--- src/hw/rtl/dft_pkg.sv ---
package dft_pkg;

	localparam int MAX_DIGITS_DEF = 17;
	localparam int SIG_W          = 57;
	localparam int EXP_W          = 10;
	localparam int BCD_DIGITS     = 18;
	localparam int BCD_W          = BCD_DIGITS * 4;
	localparam int BITS_PER_STEP  = 3;
	localparam int CONV_STEPS     = SIG_W / BITS_PER_STEP;
	localparam int MAX_CHARS      = 24;
	localparam int LEAD_W         = 12;
	localparam int Q_DEPTH        = 2;
	localparam int PTR_W          = $clog2(Q_DEPTH);

	localparam logic [6:0] CH_MINUS = 7'h2D;
	localparam logic [6:0] CH_DOT   = 7'h2E;
	localparam logic [6:0] CH_ZERO  = 7'h30;
	localparam logic [6:0] CH_E     = 7'h65;

	typedef enum logic [1:0] {
		CLS_FINITE = 2'd0,
		CLS_ZERO   = 2'd1,
		CLS_INF    = 2'd2,
		CLS_NAN    = 2'd3
	} cls_t;

	typedef enum logic [1:0] {
		MODE_SCI,
		MODE_FIXPOS,
		MODE_FIXNEG
	} mode_t;

	typedef enum logic [2:0] {
		F_IDLE,
		F_CONV,
		F_NORM,
		F_EXP,
		F_HUND,
		F_TENS,
		F_PUSH
	} front_state_t;

	typedef enum logic [3:0] {
		B_IDLE,
		B_SIGN,
		B_STR,
		B_LZ0,
		B_INT,
		B_DOT,
		B_ZEROS,
		B_FRAC,
		B_ZTAIL,
		B_E,
		B_EM,
		B_EH,
		B_ET,
		B_EU
	} back_state_t;

	// One classified value, ready for the formatter.
	typedef struct packed {
		cls_t              cls;
		logic              neg;
		logic [BCD_W-1:0]  dig;   // leading digit in the top nibble
		logic [4:0]        nd;    // digits to print
		mode_t             mode;
		logic [4:0]        icnt;  // integer places in fixed notation
		logic [1:0]        zcnt;  // zeros after the point for small values
		logic              lneg;
		logic [3:0]        eh;
		logic [3:0]        et;
		logic [3:0]        eu;
		logic              ge100;
		logic              ge10;
	} entry_t;

	function automatic logic [6:0] str_char(cls_t c, logic [2:0] idx);
		logic [6:0] ch;
		ch = CH_ZERO;
		case (c)
			CLS_NAN: begin
				case (idx)
					3'd0: ch = 7'h4E;
					3'd1: ch = 7'h61;
					default: ch = 7'h4E;
				endcase
			end
			CLS_INF: begin
				case (idx)
					3'd0: ch = 7'h49;
					3'd1: ch = 7'h6E;
					3'd2: ch = 7'h66;
					3'd3: ch = 7'h69;
					3'd4: ch = 7'h6E;
					3'd5: ch = 7'h69;
					3'd6: ch = 7'h74;
					default: ch = 7'h79;
				endcase
			end
			default: begin
				case (idx)
					3'd1: ch = CH_DOT;
					default: ch = CH_ZERO;
				endcase
			end
		endcase
		return ch;
	endfunction

	function automatic logic [2:0] str_last(cls_t c);
		return (c == CLS_INF) ? 3'd7 : 3'd2;
	endfunction

endpackage

--- src/hw/rtl/dft_in_if.sv ---
interface dft_in_if;
	logic                               valid;
	logic                               ready;
	logic [1:0]                         value_class;
	logic                               negative;
	logic [dft_pkg::SIG_W-1:0]          significand;
	logic signed [dft_pkg::EXP_W-1:0]   dec_exponent;

	modport source (output valid, value_class, negative, significand, dec_exponent,
		input ready);
	modport sink (input valid, value_class, negative, significand, dec_exponent,
		output ready);
endinterface

--- src/hw/rtl/dft_out_if.sv ---
interface dft_out_if;
	logic       valid;
	logic       ready;
	logic [6:0] char_code;
	logic       last_char;

	modport source (output valid, char_code, last_char, input ready);
	modport sink (input valid, char_code, last_char, output ready);
endinterface

--- src/hw/rtl/dft_front.sv ---
module dft_front #(
	parameter int MAX_DIGITS = dft_pkg::MAX_DIGITS_DEF
) (
	input  logic             clk,
	input  logic             arst_n,
	dft_in_if.sink           in_ch,
	output dft_pkg::entry_t  wr_data,
	output logic             wr_en,
	input  logic             wr_full
);

	dft_pkg::front_state_t st_q, st_n;
	logic [dft_pkg::SIG_W-1:0]        sig_q;
	logic [dft_pkg::BCD_W-1:0]        bcd_q;
	logic signed [dft_pkg::EXP_W-1:0] exp_q;
	logic [4:0]                       step_q;
	logic [4:0]                       ndf_q;
	logic [9:0]                       mag_q;
	logic [6:0]                       hrem_q;
	dft_pkg::entry_t                  ent_q;

	logic                             accept;
	logic                             finite_nz;
	logic [dft_pkg::BCD_W-1:0]        conv_bcd;
	logic [dft_pkg::SIG_W-1:0]        conv_sig;
	logic [4:0]                       ndf_c;
	logic signed [dft_pkg::LEAD_W-1:0] lead_c;
	logic [3:0]                       h_c;
	logic [3:0]                       t_c;

	assign accept    = in_ch.valid && in_ch.ready;
	assign finite_nz = (in_ch.value_class == dft_pkg::CLS_FINITE) && (in_ch.significand != '0);
	assign in_ch.ready = (st_q == dft_pkg::F_IDLE);
	assign wr_data     = ent_q;

	// Shift-and-add binary to decimal, several bits per cycle.
	always_comb begin
		conv_bcd = bcd_q;
		conv_sig = sig_q;
		for (int b = 0; b < dft_pkg::BITS_PER_STEP; b++) begin
			for (int d = 0; d < dft_pkg::BCD_DIGITS; d++) begin
				if (conv_bcd[d*4 +: 4] >= 4'd5)
					conv_bcd[d*4 +: 4] = conv_bcd[d*4 +: 4] + 4'd3;
			end
			conv_bcd = {conv_bcd[dft_pkg::BCD_W-2:0], conv_sig[dft_pkg::SIG_W-1]};
			conv_sig = {conv_sig[dft_pkg::SIG_W-2:0], 1'b0};
		end
	end

	always_comb begin
		ndf_c = '0;
		for (int d = 0; d < dft_pkg::BCD_DIGITS; d++) begin
			if (bcd_q[d*4 +: 4] != 4'd0)
				ndf_c = 5'(d + 1);
		end
	end

	assign lead_c = dft_pkg::LEAD_W'(exp_q) + $signed({7'd0, ndf_q}) - 12'sd1;

	always_comb begin
		h_c = '0;
		for (int k = 1; k < 10; k++) begin
			if (mag_q >= 10'(100 * k))
				h_c = 4'(k);
		end
		t_c = '0;
		for (int k = 1; k < 10; k++) begin
			if (hrem_q >= 7'(10 * k))
				t_c = 4'(k);
		end
	end

	always_comb begin
		st_n  = st_q;
		wr_en = 1'b0;
		case (st_q)
			dft_pkg::F_IDLE: begin
				if (accept)
					st_n = finite_nz ? dft_pkg::F_CONV : dft_pkg::F_PUSH;
			end
			dft_pkg::F_CONV: begin
				if (step_q == 5'(dft_pkg::CONV_STEPS - 1))
					st_n = dft_pkg::F_NORM;
			end
			dft_pkg::F_NORM: st_n = dft_pkg::F_EXP;
			dft_pkg::F_EXP:  st_n = dft_pkg::F_HUND;
			dft_pkg::F_HUND: st_n = dft_pkg::F_TENS;
			dft_pkg::F_TENS: st_n = dft_pkg::F_PUSH;
			dft_pkg::F_PUSH: begin
				wr_en = !wr_full;
				if (!wr_full)
					st_n = dft_pkg::F_IDLE;
			end
			default: st_n = dft_pkg::F_IDLE;
		endcase
	end

	always_ff @(posedge clk or negedge arst_n) begin
		if (!arst_n)
			st_q <= dft_pkg::F_IDLE;
		else
			st_q <= st_n;
	end

	always_ff @(posedge clk) begin
		case (st_q)
			dft_pkg::F_IDLE: begin
				if (accept) begin
					sig_q      <= in_ch.significand;
					exp_q      <= in_ch.dec_exponent;
					bcd_q      <= '0;
					step_q     <= '0;
					ent_q.neg  <= in_ch.negative;
					if (in_ch.value_class == dft_pkg::CLS_FINITE && !finite_nz)
						ent_q.cls <= dft_pkg::CLS_ZERO;
					else
						ent_q.cls <= dft_pkg::cls_t'(in_ch.value_class);
				end
			end
			dft_pkg::F_CONV: begin
				bcd_q  <= conv_bcd;
				sig_q  <= conv_sig;
				step_q <= step_q + 5'd1;
			end
			dft_pkg::F_NORM: ndf_q <= ndf_c;
			dft_pkg::F_EXP: begin
				ent_q.dig  <= bcd_q << {5'(dft_pkg::BCD_DIGITS) - ndf_q, 2'b00};
				ent_q.nd   <= (ndf_q > 5'(MAX_DIGITS)) ? 5'(MAX_DIGITS) : ndf_q;
				ent_q.lneg <= lead_c < 0;
				mag_q      <= (lead_c < 0) ? 10'(-lead_c) : 10'(lead_c);
				ent_q.icnt <= 5'd1;
				ent_q.zcnt <= 2'(-lead_c - 12'sd1);
				if (lead_c <= -12'sd5 || lead_c >= 12'sd16) begin
					ent_q.mode <= dft_pkg::MODE_SCI;
				end else if (lead_c >= 0) begin
					ent_q.mode <= dft_pkg::MODE_FIXPOS;
					ent_q.icnt <= 5'(lead_c + 12'sd1);
				end else begin
					ent_q.mode <= dft_pkg::MODE_FIXNEG;
				end
			end
			dft_pkg::F_HUND: begin
				ent_q.eh    <= h_c;
				hrem_q      <= 7'(mag_q - 10'(h_c) * 10'd100);
				ent_q.ge100 <= mag_q >= 10'd100;
				ent_q.ge10  <= mag_q >= 10'd10;
			end
			dft_pkg::F_TENS: begin
				ent_q.et <= t_c;
				ent_q.eu <= 4'(hrem_q - 7'(t_c) * 7'd10);
			end
			default: ;
		endcase
	end

endmodule

--- src/hw/rtl/dft_fifo.sv ---
module dft_fifo (
	input  logic             clk,
	input  logic             arst_n,
	input  logic             wr_en,
	input  dft_pkg::entry_t  wr_data,
	output logic             full,
	input  logic             rd_en,
	output dft_pkg::entry_t  rd_data,
	output logic             empty
);

	dft_pkg::entry_t               mem_q [dft_pkg::Q_DEPTH];
	logic [dft_pkg::PTR_W-1:0]     wp_q, rp_q;
	logic [dft_pkg::PTR_W:0]       cnt_q;

	assign full    = cnt_q == (dft_pkg::PTR_W+1)'(dft_pkg::Q_DEPTH);
	assign empty   = cnt_q == '0;
	assign rd_data = mem_q[rp_q];

	always_ff @(posedge clk) begin
		if (wr_en)
			mem_q[wp_q] <= wr_data;
	end

	always_ff @(posedge clk or negedge arst_n) begin
		if (!arst_n) begin
			wp_q  <= '0;
			rp_q  <= '0;
			cnt_q <= '0;
		end else begin
			if (wr_en)
				wp_q <= wp_q + 1'b1;
			if (rd_en)
				rp_q <= rp_q + 1'b1;
			if (wr_en && !rd_en)
				cnt_q <= cnt_q + 1'b1;
			else if (rd_en && !wr_en)
				cnt_q <= cnt_q - 1'b1;
		end
	end

endmodule

--- src/hw/rtl/dft_back.sv ---
module dft_back (
	input  logic             clk,
	input  logic             arst_n,
	input  dft_pkg::entry_t  rd_data,
	input  logic             rd_empty,
	output logic             rd_en,
	dft_out_if.source        out_ch
);

	dft_pkg::back_state_t st_q, st_n, first;
	dft_pkg::entry_t      e_q;
	logic [dft_pkg::BCD_W-1:0] dig_q;
	logic [4:0]           rem_q;
	logic [4:0]           cnt_q, cnt_n;
	logic [4:0]           nout_q;
	logic                 ov_q;
	logic [6:0]           oc_q;
	logic                 ol_q;

	logic                 adv;
	logic [6:0]           ch;
	logic                 fin;
	logic                 take;
	logic                 last;
	dft_pkg::back_state_t after_e;
	logic [6:0]           dchar;

	assign out_ch.valid     = ov_q;
	assign out_ch.char_code = oc_q;
	assign out_ch.last_char = ol_q;

	assign adv   = (st_q != dft_pkg::B_IDLE) && (!ov_q || out_ch.ready);
	assign rd_en = (st_q == dft_pkg::B_IDLE) && !rd_empty;
	assign dchar = {3'b011, dig_q[dft_pkg::BCD_W-1 -: 4]};
	assign last  = fin || (nout_q == 5'(dft_pkg::MAX_CHARS - 1));

	function automatic dft_pkg::back_state_t body_start(dft_pkg::entry_t e);
		if (e.cls != dft_pkg::CLS_FINITE)
			return dft_pkg::B_STR;
		if (e.mode == dft_pkg::MODE_FIXNEG)
			return dft_pkg::B_LZ0;
		return dft_pkg::B_INT;
	endfunction

	function automatic logic [4:0] cnt_init(dft_pkg::back_state_t s, dft_pkg::entry_t e);
		case (s)
			dft_pkg::B_INT:   return e.icnt;
			dft_pkg::B_ZEROS: return {3'd0, e.zcnt};
			default:          return '0;
		endcase
	endfunction

	assign first = (rd_data.neg && rd_data.cls != dft_pkg::CLS_NAN) ?
		dft_pkg::B_SIGN : body_start(rd_data);

	assign after_e = e_q.ge100 ? dft_pkg::B_EH : (e_q.ge10 ? dft_pkg::B_ET : dft_pkg::B_EU);

	always_comb begin
		st_n = st_q;
		ch   = dft_pkg::CH_ZERO;
		fin  = 1'b0;
		take = 1'b0;
		case (st_q)
			dft_pkg::B_IDLE: begin
				if (!rd_empty)
					st_n = first;
			end
			dft_pkg::B_SIGN: begin
				ch   = dft_pkg::CH_MINUS;
				st_n = body_start(e_q);
			end
			dft_pkg::B_STR: begin
				ch  = dft_pkg::str_char(e_q.cls, cnt_q[2:0]);
				fin = cnt_q[2:0] == dft_pkg::str_last(e_q.cls);
			end
			dft_pkg::B_LZ0: st_n = dft_pkg::B_DOT;
			dft_pkg::B_INT: begin
				take = rem_q != '0;
				ch   = take ? dchar : dft_pkg::CH_ZERO;
				if (cnt_q == 5'd1) begin
					if (e_q.mode == dft_pkg::MODE_SCI)
						st_n = (rem_q > 5'd1) ? dft_pkg::B_DOT : dft_pkg::B_E;
					else
						st_n = dft_pkg::B_DOT;
				end
			end
			dft_pkg::B_DOT: begin
				ch = dft_pkg::CH_DOT;
				case (e_q.mode)
					dft_pkg::MODE_FIXPOS:
						st_n = (rem_q != '0) ? dft_pkg::B_FRAC : dft_pkg::B_ZTAIL;
					dft_pkg::MODE_FIXNEG:
						st_n = (e_q.zcnt != '0) ? dft_pkg::B_ZEROS : dft_pkg::B_FRAC;
					default:
						st_n = dft_pkg::B_FRAC;
				endcase
			end
			dft_pkg::B_ZEROS: begin
				if (cnt_q == 5'd1)
					st_n = dft_pkg::B_FRAC;
			end
			dft_pkg::B_FRAC: begin
				take = 1'b1;
				ch   = dchar;
				if (rem_q == 5'd1) begin
					if (e_q.mode == dft_pkg::MODE_SCI)
						st_n = dft_pkg::B_E;
					else
						fin = 1'b1;
				end
			end
			dft_pkg::B_ZTAIL: fin = 1'b1;
			dft_pkg::B_E: begin
				ch   = dft_pkg::CH_E;
				st_n = e_q.lneg ? dft_pkg::B_EM : after_e;
			end
			dft_pkg::B_EM: begin
				ch   = dft_pkg::CH_MINUS;
				st_n = after_e;
			end
			dft_pkg::B_EH: begin
				ch   = {3'b011, e_q.eh};
				st_n = dft_pkg::B_ET;
			end
			dft_pkg::B_ET: begin
				ch   = {3'b011, e_q.et};
				st_n = dft_pkg::B_EU;
			end
			dft_pkg::B_EU: begin
				ch  = {3'b011, e_q.eu};
				fin = 1'b1;
			end
			default: st_n = dft_pkg::B_IDLE;
		endcase
		// A text that hits the character limit ends early.
		if (st_q != dft_pkg::B_IDLE && last)
			st_n = dft_pkg::B_IDLE;
		if (st_q == dft_pkg::B_IDLE)
			cnt_n = cnt_init(st_n, rd_data);
		else if (st_n != st_q)
			cnt_n = cnt_init(st_n, e_q);
		else if (st_q == dft_pkg::B_STR)
			cnt_n = cnt_q + 5'd1;
		else
			cnt_n = cnt_q - 5'd1;
	end

	always_ff @(posedge clk or negedge arst_n) begin
		if (!arst_n) begin
			st_q <= dft_pkg::B_IDLE;
			ov_q <= 1'b0;
		end else begin
			if (rd_en || adv)
				st_q <= st_n;
			if (adv)
				ov_q <= 1'b1;
			else if (out_ch.ready)
				ov_q <= 1'b0;
		end
	end

	always_ff @(posedge clk) begin
		if (rd_en) begin
			e_q    <= rd_data;
			dig_q  <= rd_data.dig;
			rem_q  <= rd_data.nd;
			cnt_q  <= cnt_n;
			nout_q <= '0;
		end else if (adv) begin
			cnt_q  <= cnt_n;
			nout_q <= nout_q + 5'd1;
			oc_q   <= ch;
			ol_q   <= last;
			if (take) begin
				dig_q <= {dig_q[dft_pkg::BCD_W-5:0], 4'd0};
				rem_q <= rem_q - 5'd1;
			end
		end
	end

endmodule

--- src/hw/rtl/decimal_float_to_text_top.sv ---
// Prints a short decimal float as ASCII, one character per output beat, the
// final beat flagged by last_char. A front unit takes one value, converts its
// significand to decimal three bits per cycle (finite non-zero values only)
// and classifies it, then hands it through a two-entry queue to a formatter
// that sends one character per cycle while the output is ready, at most 24
// per value. The front takes a new value only once it has pushed the last one
// into the queue; the queue lets conversion of the next value overlap
// printing of the current one.
module decimal_float_to_text_top #(
	parameter int MAX_DIGITS = dft_pkg::MAX_DIGITS_DEF
) (
	input  logic      clk,
	input  logic      arst_n,
	dft_in_if.sink    in_ch,
	dft_out_if.source out_ch
);

	dft_pkg::entry_t wr_data, rd_data;
	logic            wr_en, full, rd_en, empty;

	dft_front #(.MAX_DIGITS(MAX_DIGITS)) u_front (
		.clk     (clk),
		.arst_n  (arst_n),
		.in_ch   (in_ch),
		.wr_data (wr_data),
		.wr_en   (wr_en),
		.wr_full (full)
	);

	dft_fifo u_fifo (
		.clk     (clk),
		.arst_n  (arst_n),
		.wr_en   (wr_en),
		.wr_data (wr_data),
		.full    (full),
		.rd_en   (rd_en),
		.rd_data (rd_data),
		.empty   (empty)
	);

	dft_back u_back (
		.clk      (clk),
		.arst_n   (arst_n),
		.rd_data  (rd_data),
		.rd_empty (empty),
		.rd_en    (rd_en),
		.out_ch   (out_ch)
	);

endmodule

--- src/flat_wrapper.sv ---
// flat-port wrapper written by rule: the top's interface ports become plain ports
module decimal_float_to_text_top_flat 
#(
	parameter int MAX_DIGITS = dft_pkg::MAX_DIGITS_DEF
)
  (clk, arst_n, in_ch_valid, in_ch_value_class, in_ch_negative, in_ch_significand, in_ch_dec_exponent, in_ch_ready, out_ch_valid, out_ch_char_code, out_ch_last_char, out_ch_ready);
  dft_in_if in_ch_i ();
  dft_out_if out_ch_i ();
  input  logic clk;
  input  logic arst_n;
  input wire logic [$bits(in_ch_i.valid)-1:0] in_ch_valid;
  input wire logic [$bits(in_ch_i.value_class)-1:0] in_ch_value_class;
  input wire logic [$bits(in_ch_i.negative)-1:0] in_ch_negative;
  input wire logic [$bits(in_ch_i.significand)-1:0] in_ch_significand;
  input wire logic [$bits(in_ch_i.dec_exponent)-1:0] in_ch_dec_exponent;
  output wire logic [$bits(in_ch_i.ready)-1:0] in_ch_ready;
  output wire logic [$bits(out_ch_i.valid)-1:0] out_ch_valid;
  output wire logic [$bits(out_ch_i.char_code)-1:0] out_ch_char_code;
  output wire logic [$bits(out_ch_i.last_char)-1:0] out_ch_last_char;
  input wire logic [$bits(out_ch_i.ready)-1:0] out_ch_ready;
  assign in_ch_i.valid = in_ch_valid;
  assign in_ch_i.value_class = in_ch_value_class;
  assign in_ch_i.negative = in_ch_negative;
  assign in_ch_i.significand = in_ch_significand;
  assign in_ch_i.dec_exponent = in_ch_dec_exponent;
  assign in_ch_ready = in_ch_i.ready;
  assign out_ch_valid = out_ch_i.valid;
  assign out_ch_char_code = out_ch_i.char_code;
  assign out_ch_last_char = out_ch_i.last_char;
  assign out_ch_i.ready = out_ch_ready;
  decimal_float_to_text_top #(.MAX_DIGITS(MAX_DIGITS)) u_core (.clk(clk), .arst_n(arst_n), .in_ch(in_ch_i), .out_ch(out_ch_i));
endmodule
--- config.mk ---
export PLATFORM = sky130hd
export DESIGN_NAME = decimal_float_to_text_top_flat
export DESIGN_NICKNAME = d
export VERILOG_FILES = /design/src/hw/rtl/dft_pkg.sv /design/src/hw/rtl/dft_in_if.sv /design/src/hw/rtl/dft_out_if.sv /design/src/hw/rtl/dft_front.sv /design/src/hw/rtl/dft_fifo.sv /design/src/hw/rtl/dft_back.sv /design/src/hw/rtl/decimal_float_to_text_top.sv /design/src/flat_wrapper.sv
export SDC_FILE = /design/constraint.sdc
export NUM_CORES = 1
export LEC_CHECK = 0
export ABC_AREA = 0
export BUFFER_PORTS_ARGS = -buffer_cell sky130_fd_sc_hd__buf_2
export CORE_ASPECT_RATIO = 1.2
export CORE_MARGIN = 2
export CORE_UTILIZATION = 44
export CTS_CLUSTER_DIAMETER = 120
export DETAILED_ROUTE_END_ITERATION = 10
export PLACE_DENSITY = 0.66
export SLEW_MARGIN = 0
export SYNTH_ARGS = -nofsm -noshare
export SYNTH_HDL_FRONTEND = slang
export SYNTH_HIERARCHICAL = 1
export SYNTH_SLANG_ARGS = --single-unit
--- constraint.sdc ---
create_clock -name clk -period 8.3 [get_ports clk]
set_clock_uncertainty 0.1 [all_clocks]
set_input_delay 1.66 -clock clk [delete_from_list [all_inputs] [get_ports clk]]
set_output_delay 1.66 -clock clk [all_outputs]
set_load 0.005 [all_outputs]
# Word level (Yosys, flattened, before mapping)
# Memories as Yosys holds them, arrays and structs flattened.
# Cells that the tools add are included.
[word_totals] reg_bits=403 ramBits=208 input_bits=74 output_inout_bits=10 word_cells=473 n_memories=1
[mem_list] memory="u_core.u_fifo.mem_q" depth=2 width=104 read_ports=1 rd_ports_with_merged_regs=0 wr=1 line="dft_fifo.sv:12" text="dft_pkg::entry_t mem_q [dft_pkg::Q_DEPTH];"
[op_classes] n_addsub=71 multipliers=2 n_lt_le_gt_ge=79 n_eq_ne=43 n_shift=1 muxes=165 n_bitwise=2 reduce_logical=66
[ops] cell="$mux W4" count=86
[ops] cell="$mux W72" count=4
[ops] cell="$ge A4 B3 Y1 const B" count=54
[ops] cell="$add A4 B2 Y4 const B" count=51
[ops] cell="$pmux W72 S2" count=1
[ops] cell="$mux W5" count=24
[ops] cell="$pmux W57 S2" count=1
[ops] cell="$reduce_bool A4 Y1" count=19
[ops] cell="$shl A72 B7 Y72" count=1
[ops] cell="$pmux W7 S9" count=1
[ops] cell="$mux W57" count=1
[ops] cell="$reduce_bool A57 Y1" count=1
[ops] cell="$pmux W4 S12" count=1
[ops] cell="$ge A10 B10 Y1 const B" count=4
[ops] cell="$ge A10 B9 Y1 const B" count=3
[ops] cell="$mux W3" count=10
[ops] cell="$pmux W5 S2" count=3
[ops] cell="$pmux W6 S5" count=1
[ops] cell="$eq A4 B3 Y1 const B" count=6
[ops] cell="$eq A4 B4 Y1 const B" count=6
[ops] cell="$ge A7 B6 Y1 const B" count=3
[ops] cell="$ge A7 B7 Y1 const B" count=3
[ops] cell="$pmux W3 S7" count=1
[ops] cell="$mux W1" count=20
[ops] cell="other kinds (60)" count=124

# Logic depth before layout (Yosys ltp)
[logic_depth] depth_word=18 ltp_mapped=18 ltp_nobuf=17

# By module
# The synthesis kept the hierarchy.
[modules_own_cells] mod="dft_front" instances=1 cells_per_inst=2230 area_each_um2=20578.5 seq_area_each_um2=8182.8
[modules_own_cells] mod="dft_fifo" instances=1 cells_per_inst=340 area_each_um2=7942.6 seq_area_each_um2=6346.1
[modules_own_cells] mod="dft_back" instances=1 cells_per_inst=484 area_each_um2=6312.3 seq_area_each_um2=3708.6

# Worst setup path before layout
# Ideal clock, no wire load.
[synth_timing] path_kind="reg-to-reg" startpoint="reg u_core.u_front.st_q[1]" endpoint="mem u_core/u_fifo/mem_q[0][0] (netlist bit) (enable)" setup_ns=0.580 t_arrival_ns=5.571 required_time_ns=7.620 setup_slack_ns=2.049 stages_incl_launch_ff=5 n_path_buf=1 period_less_slack_ns=6.251 path_cell_list="dfrtp_1 > clkbuf_1 > nor2b_1 > and3_1 > nor2b_1"
[synth_via] elab_chain_len=4
[synth_lines] element="start, declared" line="dft_front.sv:12" text="dft_pkg::front_state_t st_q, st_n;"
[synth_lines] element="start signal, assigned" line="dft_front.sv:100" text="st_q <= dft_pkg::F_IDLE;"
[synth_lines] element="start signal, assigned" line="dft_front.sv:102" text="st_q <= st_n;"
[synth_lines] element="$eq A3 B3 Y1" line="dft_front.sv:76" text="case (st_q)"
[synth_lines] element="$mux W1" line="dft_front.sv:76"
[synth_lines] element="net u_core.wr_en" line="decimal_float_to_text_top.sv:19" text="logic wr_en, full, rd_en, empty;"
[synth_lines] element="$mux W1" line="dft_fifo.sv:21" text="if (wr_en)"
[synth_lines] element="$mux W1 (not written as such)" line="dft_fifo.sv:22" text="mem_q[wp_q] <= wr_data;"
[synth_lines] element="end, declared" line="dft_fifo.sv:12"
# The timed path passes the listed nets, and every way through them passes these cells.

# Final worst setup path
[layout_timing] startpoint="reg u_core/u_front/bcd_q[4] (netlist bit)" endpoint="reg u_core/u_front/bcd_q[10] (netlist bit) (data pin)"
[layout_via] elab_chain_len=7 elab_cells_between_ends=13 classes_between="add/sub (4); order compare (4); mux (5)"
[layout_lines] element="start, declared" line="dft_front.sv:14" text="logic [dft_pkg::BCD_W-1:0] bcd_q;"
[layout_lines] element="start signal, assigned" line="dft_front.sv:121" text="bcd_q <= conv_bcd;"
[layout_lines] element="$add A4 B2 Y4 or $ge A4 B3 Y1 (tied branches)" line="dft_front.sv:43, dft_front.sv:42"
[layout_lines] element="$mux W4 *" line="dft_front.sv:42" text="if (conv_bcd[d*4 +: 4] >= 4'd5)"
[layout_lines] element="$add A4 B2 Y4 or $ge A4 B3 Y1 (tied branches)" line="dft_front.sv:43, dft_front.sv:42"
[layout_lines] element="$mux W4" line="dft_front.sv:42"
[layout_lines] element="$add A4 B2 Y4 or $ge A4 B3 Y1 (tied branches)" line="dft_front.sv:43, dft_front.sv:42"
[layout_lines] element="$mux W4 *" line="dft_front.sv:42"
[layout_lines] element="$pmux W72 S2 *" line="dft_front.sv:106" text="case (st_q)"
# Mark *: on every way between the ends. The rest lies on a longest branch, timed or not.
# A chain may end at the register's enable or synchronous reset.

==> metrics <==
outcome=finished clean; Worst Tran Pin Value=1.13 ns; CP max-delay cell=edfxtp_1; number of remaining DRC errors=0; CTS tree=done; Starting Density=between 40 and 50%; vias in the first global route=21690; CP cell instances=inv_1, ha_1, nor2b_1, or3_1, nand2_1, inv_1, ha_1, nor2b_1, a2111o_1, o211a_1, xnor2_1, inv_1, ha_1, nor2b_1, o21ai_0, mux2i_1, nor2_1; Synth area leader=edfxtp_1; Placer Congestion=between 0.9 and 1; first-pass GRT wire length=between 100000 and 150000 um; largest net degree at the start of global routing=85; Root Driver=clkbuf_16; Worst Path Class, Setup=register to register; setup TNS=0 ns; wire per inst=between 15 and 20 um; Mapped Cells=3054; clock buffer depth=3; CP startpoint kind=register; Port-buffer cells=between 80 and 90; Max Slew Vio Count=0; Worst Hold Slack=approximately 0.32 ns; DPL Wire Length=just over 50000 um; Register Area=between 15000 and 20000 um2; most common cell in the synthesized netlist=edfxtp_1; # fillers=about 7000; CP arrival=4.65 ns; diodes inserted=0; post-synthesis register bit count=approximately 600; Critical Path End Type=register; I/O pins=between 80 and 90; clock sink total=between 600 and 700; drt via density=roughly 5.5; maxcap violations=0; gr usage total=about 18%; RSZ-0062 raised after global routing=false; Fmax=between 200 and 250 MHz; CP max FO=11; multi-input logic area=between 15000 and 20000 um2; Post-synth EDFFs=between 500 and 600; Seq/Total Area, Yosys=about 52%; drt first pass iters=5; Setup Buffers After CTS=0; placed insts=just over 4000; Synth cell types=just under 100; P&R area growth vs syn=10.0%; # H-tree levels=3; max_slew headroom=between 20% and 30%; post-CTS sizing=0; die height=roughly 310 um; # rows=113; Num CTS Buffers=66; Final Routed Wirelength=roughly 74000 um; non-filler instance count after layout=4153; post-synthesis cell area=34800 um2; WP data required=between 8 and 9 ns; layout cells sized above 1=15.7%; crit path buf inv count=3; Post-CTS Hold Buffers=0; min-delay worst type=register to register; CP peak stage delay=~0.55 ns; ranking of synthesized cells by area=edfxtp_1 51%, ha_1 5.4%, mux2_2 4.9%, nand2_1 3.8%, mux2i_1 2.8%; Post-synth top cells=594 x edfxtp_1, 356 x nand2_1, 224 x nor2_1; initial antenna violation count=0; Die X=around 260 um; core area=about 79000 um2; final worst-path cycle share=53.2%; Synth Flop Type=edfxtp_1; violation count after the first detailed-route iteration=1528; grt ovf=0; final setup vio count=0; Nets=about 3300; post-route cell area=about 38000 um2; Mapped Nets=roughly 3300; final hold violations=0; vias post-DR=approximately 23000; top cell type's share of synthesized area=slightly above 50%; instance area after placement=36100 um2; Die ar.=approximately 81000 um2; CP delay by family, top=simple AND/OR/NAND/NOR gates; asr flop ratio synth=around 2.0%; clock slew at reported path FFs=~0.06 ns; worst skew pair latency=between 0.6 and 0.7 ns; Syn. warnings=6; Final ANT Viol Nets=0; Avg Inst Size Synth=11.4 um2; min cycle time layout=about 4.4 ns
-- worst register-to-register path, cell delays in order (launching register included) --
cell and delay, ns:
edfxtp_1 0.55, inv_1 0.15, ha_1 0.29, nor2b_1 0.18
or3_1 0.39, nand2_1 0.16, inv_1 0.06, ha_1 0.19
nor2b_1 0.15, a2111o_1 0.37, o211a_1 0.17, xnor2_1 0.29
inv_1 0.11, ha_1 0.23, nor2b_1 0.14, o21ai_0 0.31
mux2i_1 0.24, nor2_1 0.05
-- layer usage --
metal	global-route usage [%]	part of all wire (%)	routed length (um)
met1	23.7	44	32400
met2	30.7	50	36600
met3	2.21	3.9	2850
met4	5.71	2.4	1760
met5	0	0	0
-- per-stage QoR --
step	setup slack (ns)	util, %
2_1_floorplan	2.05	-
5_1_grt	3.59	48.7
4_1_cts	3.94	48.7
3_5_place_dp	3.76	45.8
3_3_place_gp	3.80	45.8
6_report	3.89	48.7
-- logic make-up after synthesis --
logic type | after synthesis | share of synthesized area, %
buffers and inverters | 335 | 4.06
AOI/OAI and AO/OA | 561 | 10.7
xor gates and xnor gates | 112 | 2.86
adders and majority gates | 155 | 5.63
and+or+nand+nor | 964 | 13.4
muxes | 316 | 11.0
DFF | 611 | 52.4
-- flip-flops by register name, summed over array words and instances, names as in the netlist, 7 cells and up --
signal,flops
u_core/u_front/mag_q,10
u_core/u_front/hrem_q,7
u_core/u_back/out_ch.char_code,7
u_core/u_fifo/mem_q,208
u_core/u_front/bcd_q,72
u_core/u_front/wr_data,104
u_core/u_front/sig_q,57
u_core/u_back/dig_q,72
u_core/u_back/e_q,26
u_core/u_front/exp_q,10
-- cells in the final DEF, fill, tap and decap left out, types with 16 or more instances in the layout --
master     Yosys  routed
nand3b_1      19      19
nor2b_1       73      72
a211o_1       16      16
mux2_4        50      50
nor3b_1       32      31
o21ai_1       18      18
o21ai_0      114     114
o211a_1       24      24
buf_4          0      24
xnor2_1       70      65
edfxtp_1     594     594
buf_2         33      83
nor4_1        21      21
a21o_1        18      17
mux2_2       151     151
inv_1        168     168
mux4_2        17      17
nor3_1        33      33
clkbuf_16      0      67
a21oi_1      150     150
nand3_1       36      36
nand2b_1      52      52
a211oi_1      75      75
nand2_1      356     355
mux2i_1       97      97
a31oi_1       16      16
ha_1         151     150
and3_1        34      34
nor2_1       224     223
xor2_1        40      39
-- cell type report --
class                      count  share of cell area, %
timing repair buffer         107                   1.55
inverter                     171                   1.67
sequential                   611                   47.6
tap                         1035                   3.38
clock inverter                41                   1.39
multi-input combinational   2108                   39.9
clock buffer                  80                   4.50
-- worst paths after layout --
check / cells after the start / slack, ns / end / startpoint
worst max-delay path: 17 / 3.89 / u_core/u_front/bcd_q[10] / u_core/u_front/bcd_q[4]
worst min register to register: 0 / 0.32 / u_core/u_front/hrem_q[0] / u_core/u_front/mag_q[0]
worst min-delay path: 0 / 0.32 / u_core/u_front/hrem_q[0] / u_core/u_front/mag_q[0]
min in group asynchronous: 1 / 0.88 / u_core/u_back/st_q[3] / arst_n
worst max register to register: 17 / 3.89 / u_core/u_front/bcd_q[10] / u_core/u_front/bcd_q[4]
max in group asynchronous: 1 / 6.85 / u_core/u_fifo/rp_q / arst_n
Power is left out: the tool's default activity adds up to more than one toggle a clock period on the data nets, which glitch-free logic cannot reach.
